$ cat src/rtl/bpc_pkg.sv
// ----------------------------------------------------------------------------
// bpc_pkg: shared types and constants for the pressure compensation block
// Register indexes, calibration constants and the divider request record.
// ----------------------------------------------------------------------------
package bpc_pkg;

  localparam int unsigned CfgIdxW = 2;
  localparam int unsigned CfgDataW = 64;

  typedef enum logic [CfgIdxW-1:0] {
    REG_TEMP_COEFFS  = 2'd0,
    REG_PRESS_A      = 2'd1,
    REG_PRESS_B      = 2'd2,
    REG_OVERSAMPLING = 2'd3
  } cfg_reg_t;

  localparam logic signed [31:0] B6Offset   = 32'sd4000;
  localparam logic signed [31:0] B4Offset   = 32'sd32768;
  localparam logic [31:0]        B7Scale    = 32'd50000;
  localparam logic signed [31:0] PressC1    = 32'sd3038;
  localparam logic signed [31:0] PressC2    = -32'sd7357;
  localparam logic signed [31:0] PressC3    = 32'sd3791;
  localparam logic [31:0]        SignBit    = 32'h8000_0000;

  // Divider request: dividend magnitude, divisor magnitude, sign fixup
  typedef struct packed {
    logic [31:0] num;
    logic [31:0] den;
    logic        neg;
  } div_req_t;

endpackage

$ cat src/rtl/bpc_divpipe.sv
// ----------------------------------------------------------------------------
// bpc_divpipe: pipelined 32-bit unsigned restoring divider
// One quotient bit per step, Steps steps per register stage; stall by en.
// ----------------------------------------------------------------------------
module bpc_divpipe #(
  parameter int unsigned Steps = 4,
  parameter type side_t = logic
) (
  input  logic                clk,
  input  logic                en,
  input  bpc_pkg::div_req_t   req,
  input  side_t               side_in,
  output logic [31:0]         quot,
  output logic                neg,
  output side_t               side_out
);
  localparam int unsigned Stages = 32 / Steps;

  logic [31:0] rem_q [Stages+1];
  logic [31:0] num_q [Stages+1];
  logic [31:0] den_q [Stages+1];
  logic        neg_q [Stages+1];
  side_t       side_q [Stages+1];

  always_comb begin
    rem_q[0] = '0;
    num_q[0] = req.num;
    den_q[0] = req.den;
    neg_q[0] = req.neg;
    side_q[0] = side_in;
  end

  for (genvar s = 0; s < Stages; s++) begin : g_stage
    logic [31:0] rem_c;
    logic [31:0] num_c;
    logic [32:0] trial;
    always_comb begin
      rem_c = rem_q[s];
      num_c = num_q[s];
      for (int k = 0; k < Steps; k++) begin
        trial = {rem_c, num_c[31]};
        num_c = {num_c[30:0], 1'b0};
        if (trial >= {1'b0, den_q[s]}) begin
          trial = trial - {1'b0, den_q[s]};
          num_c[0] = 1'b1;
        end
        rem_c = trial[31:0];
      end
    end
    always_ff @(posedge clk) begin
      if (en) begin
        rem_q[s+1] <= rem_c;
        num_q[s+1] <= num_c;
        den_q[s+1] <= den_q[s];
        neg_q[s+1] <= neg_q[s];
        side_q[s+1] <= side_q[s];
      end
    end
  end

  assign quot = num_q[Stages];
  assign neg = neg_q[Stages];
  assign side_out = side_q[Stages];
endmodule
$ cat config.mk
export PLATFORM = sky130hd
export DESIGN_NAME = bpc_divpipe
export DESIGN_NICKNAME = d
export VERILOG_FILES = /design/src/rtl/bpc_pkg.sv /design/src/rtl/bpc_divpipe.sv
export SDC_FILE = /design/constraint.sdc
export NUM_CORES = 2
export LEC_CHECK = 0
export ABC_CLOCK_PERIOD_IN_PS = 19100
export BUFFER_PORTS_ARGS = -buffer_cell sky130_fd_sc_hd__buf_2
export CAP_MARGIN = 25
export CORE_MARGIN = 2
export CORE_UTILIZATION = 60
export DETAILED_ROUTE_END_ITERATION = 10
export GPL_TIMING_DRIVEN = 0
export PLACE_DENSITY = 0.87
export SYNTH_ARGS = -nofsm -noshare
export SYNTH_HDL_FRONTEND = slang
export SYNTH_SLANG_ARGS = --single-unit
$ cat constraint.sdc
create_clock -name clk -period 19.1 [get_ports clk]
set_clock_uncertainty 0.15 [all_clocks]
set_input_delay 3.82 -clock clk [delete_from_list [all_inputs] [get_ports clk]]
set_output_delay 3.82 -clock clk [all_outputs]
set_load 0.005 [all_outputs]
==> results.tsv <==
metric	value	unit
outcome	finished clean	
drt_iter0_markers	7378	
tightest_slew	1.20	ns
drc	0	
worstSetupPathType	in2reg	
routed_wl	256	mm
pin_count	102	
yosysWarnings	0	
fin_crit	18.45	ns
row_count	134	
htreeDepth	3	
required	19.41	ns
grt_max_degree	139	
ys_ff_latch	720	
dr.pass1.iters	6	
synth_cell_types	101	
layout.cells.non_filler	11200	
synth_ff_type	edfxtp_1	
gr-total-overflow	0	
syn_area	80600	µm²
crit_path_top_delay_cell	nor3_2	
placed_cells	11100	
track_usage	36.0	%
fmaxAchievable	0.0542	GHz
ys_seq_area_share	26.8	%
holdBufCountCts	0	
async_reset_ff_share	0	%
clk_pin_slew_worst_paths	0.06	ns
synth_cells	9201	
synth_area_leaders	edfxtp_1 (27%), ha_1 (15%), a21oi_1 (5.5%), xnor2_1 (5.5%), mux2_2 (5.3%)	
area_growth	6.97	%
fin_crit_sh	96.6	%
fill_cells	11200	
cts_buffers	80	
drive_above_1_share	8.25	%
arrival	18.76	ns
drv_slew	0	
initial_core_util	60.4	%
synth_nets	10300	
port_buffers	101	
max_stage_delay	0.61	ns
worstSetupEndpointType	flip-flop	
wl_per_cell	22.8	µm
die_h	371	µm
final_antenna_net_count	0	
place_hpwl	207	mm
cts_tree	built	
slew_headroom	19.6	%
antenna_found_initial	6	
post_cts_buffers	0	
dieArea	137000	µm²
grt_first_pass_wirelength	388	mm
startpoint_type	input pin	
cts_buffer_depth	3	
netlist.area_leader.share	26.8	%
crit_fanout	10	
num_vias	73500	
coreArea	133000	µm²
rsz0062_at_grt	false	
grt_pass1_vias	69800	
hold_viol	0	
insertion_delay	0.73	ns
whs	0.256	ns
setup_viol	0	
fin_nets	10500	
synth.largest_area_cell	edfxtp_1	
drv_cap	0	
synth_edf_count	720	
hold_class	reg2reg	
chipWidth	371	µm
avgSynthCellArea	8.76	µm²
tns	0	ns
gp_congestion	1.01	
cts_sinks	720	
viasPerCell	6.55	
cts_resized	0	
cts_root_buf	clkbuf_16	
final cells by class:
| class | instances | area [µm²] | share of cell area (%) |
|---|---|---|---|
| clock inverter | 52 | 598 | 0.694 |
| tap | 1768 | 2210 | 2.57 |
| antenna | 1 | 2.50 | 0.00290 |
| timing repair buffer | 109 | 673 | 0.781 |
| multi-input combinational | 7651 | 55700 | 64.6 |
| inverter | 603 | 2260 | 2.63 |
| clock buffer | 95 | 2120 | 2.46 |
| buffer | 227 | 1030 | 1.20 |
| sequential | 720 | 21600 | 25.1 |
cells by family (layout without fill, tap and decap cells):
| logic type | count (synthesis) | in the layout | share of synthesized area, % |
|---|---|---|---|
| AO/OA/AOI/OAI | 2974 | 2974 | 23.6 |
| XOR/XNOR | 769 | 769 | 8.36 |
| adder cells (fa/ha/maj) | 1024 | 1024 | 16.2 |
| buffers and inverters | 830 | 1086 | 4.09 |
| flip-flops | 720 | 720 | 26.8 |
| multiplexers | 468 | 468 | 6.43 |
| other | 0 | 1 | 0 |
| AND/OR/NAND/NOR | 2416 | 2416 | 14.5 |
registers in the layout, indices dropped and copies added (netlist names):
register and count:
side_q 7, neg_q 7, quot 32, num_q 28, rem_q 224, den_q 224, g_stage.num_c 196, side_out 1
neg 1
stage by stage:
stage                     util, %  setup WS, ns  cell area [µm²]
final                        64.6         0.654            86200
after global placement       62.4         0.442            83300
after detailed placement     62.6         0.120            83500
after floorplan                 -          4.27            80600
after global routing         64.6       0.00422            86200
after CTS                    64.6         0.648            86200
synthesized netlist by cell type (132+ instances only):
master	count
inv_1	589
a21o_1	418
nand4_1	148
a21oi_1	880
nand2_1	668
o21a_1	153
nor3_1	157
xnor2_1	502
nand3_1	156
xor2_1	267
nand2b_1	132
nor2_1	640
ha_1	994
mux2_2	376
edfxtp_1	720
o21ai_0	641
clkbuf_1	138
layer usage:
| metal | GRT usage (%) | up-vias | wire length, µm |
|---|---|---|---|
| met2 | 59.7 | 3341 | 118000 |
| met5 | 0 | - | 19 |
| met1 | 44.4 | 34500 | 101000 |
| met4 | 22.5 | 4 | 17700 |
| li1 | - | 34800 | - |
| met3 | 4.71 | 899 | 19200 |
layout by cell type (no fill, tap or decap), types with 148 or more instances in the layout:
cell type / instances
inv_1: 589
nand3_1: 156
nand4_1: 148
nand2_1: 668
a21o_1: 418
mux2_2: 376
nor3_1: 156
edfxtp_1: 720
xnor2_1: 502
o21ai_0: 640
ha_1: 994
a21oi_1: 880
clkbuf_1: 149
nor2_1: 640
o21a_1: 153
xor2_1: 267
critical path: cells and delay by family:
kind	cells	cell delay, ns
AOI/OAI and AO/OA	28	8.24
adders and majority gates	5	1.37
buffers and inverters	11	3.05
muxes	2	0.90
and+or+nand+nor	6	1.32
final timing paths:
check	startpoint	end	slack [ns]	cells past startpoint
max	req[1]	rem_q[240]	0.65	52
min	g_stage[3].num_c[29]	num_q[157]	0.26	0
min reg2reg	g_stage[3].num_c[29]	num_q[157]	0.26	0
max reg2reg	den_q[225]	rem_q[216]	1.20	58
Power is left out: the tool's default activity adds up to more than one toggle a clock period on the data nets, which glitch-free logic cannot reach.
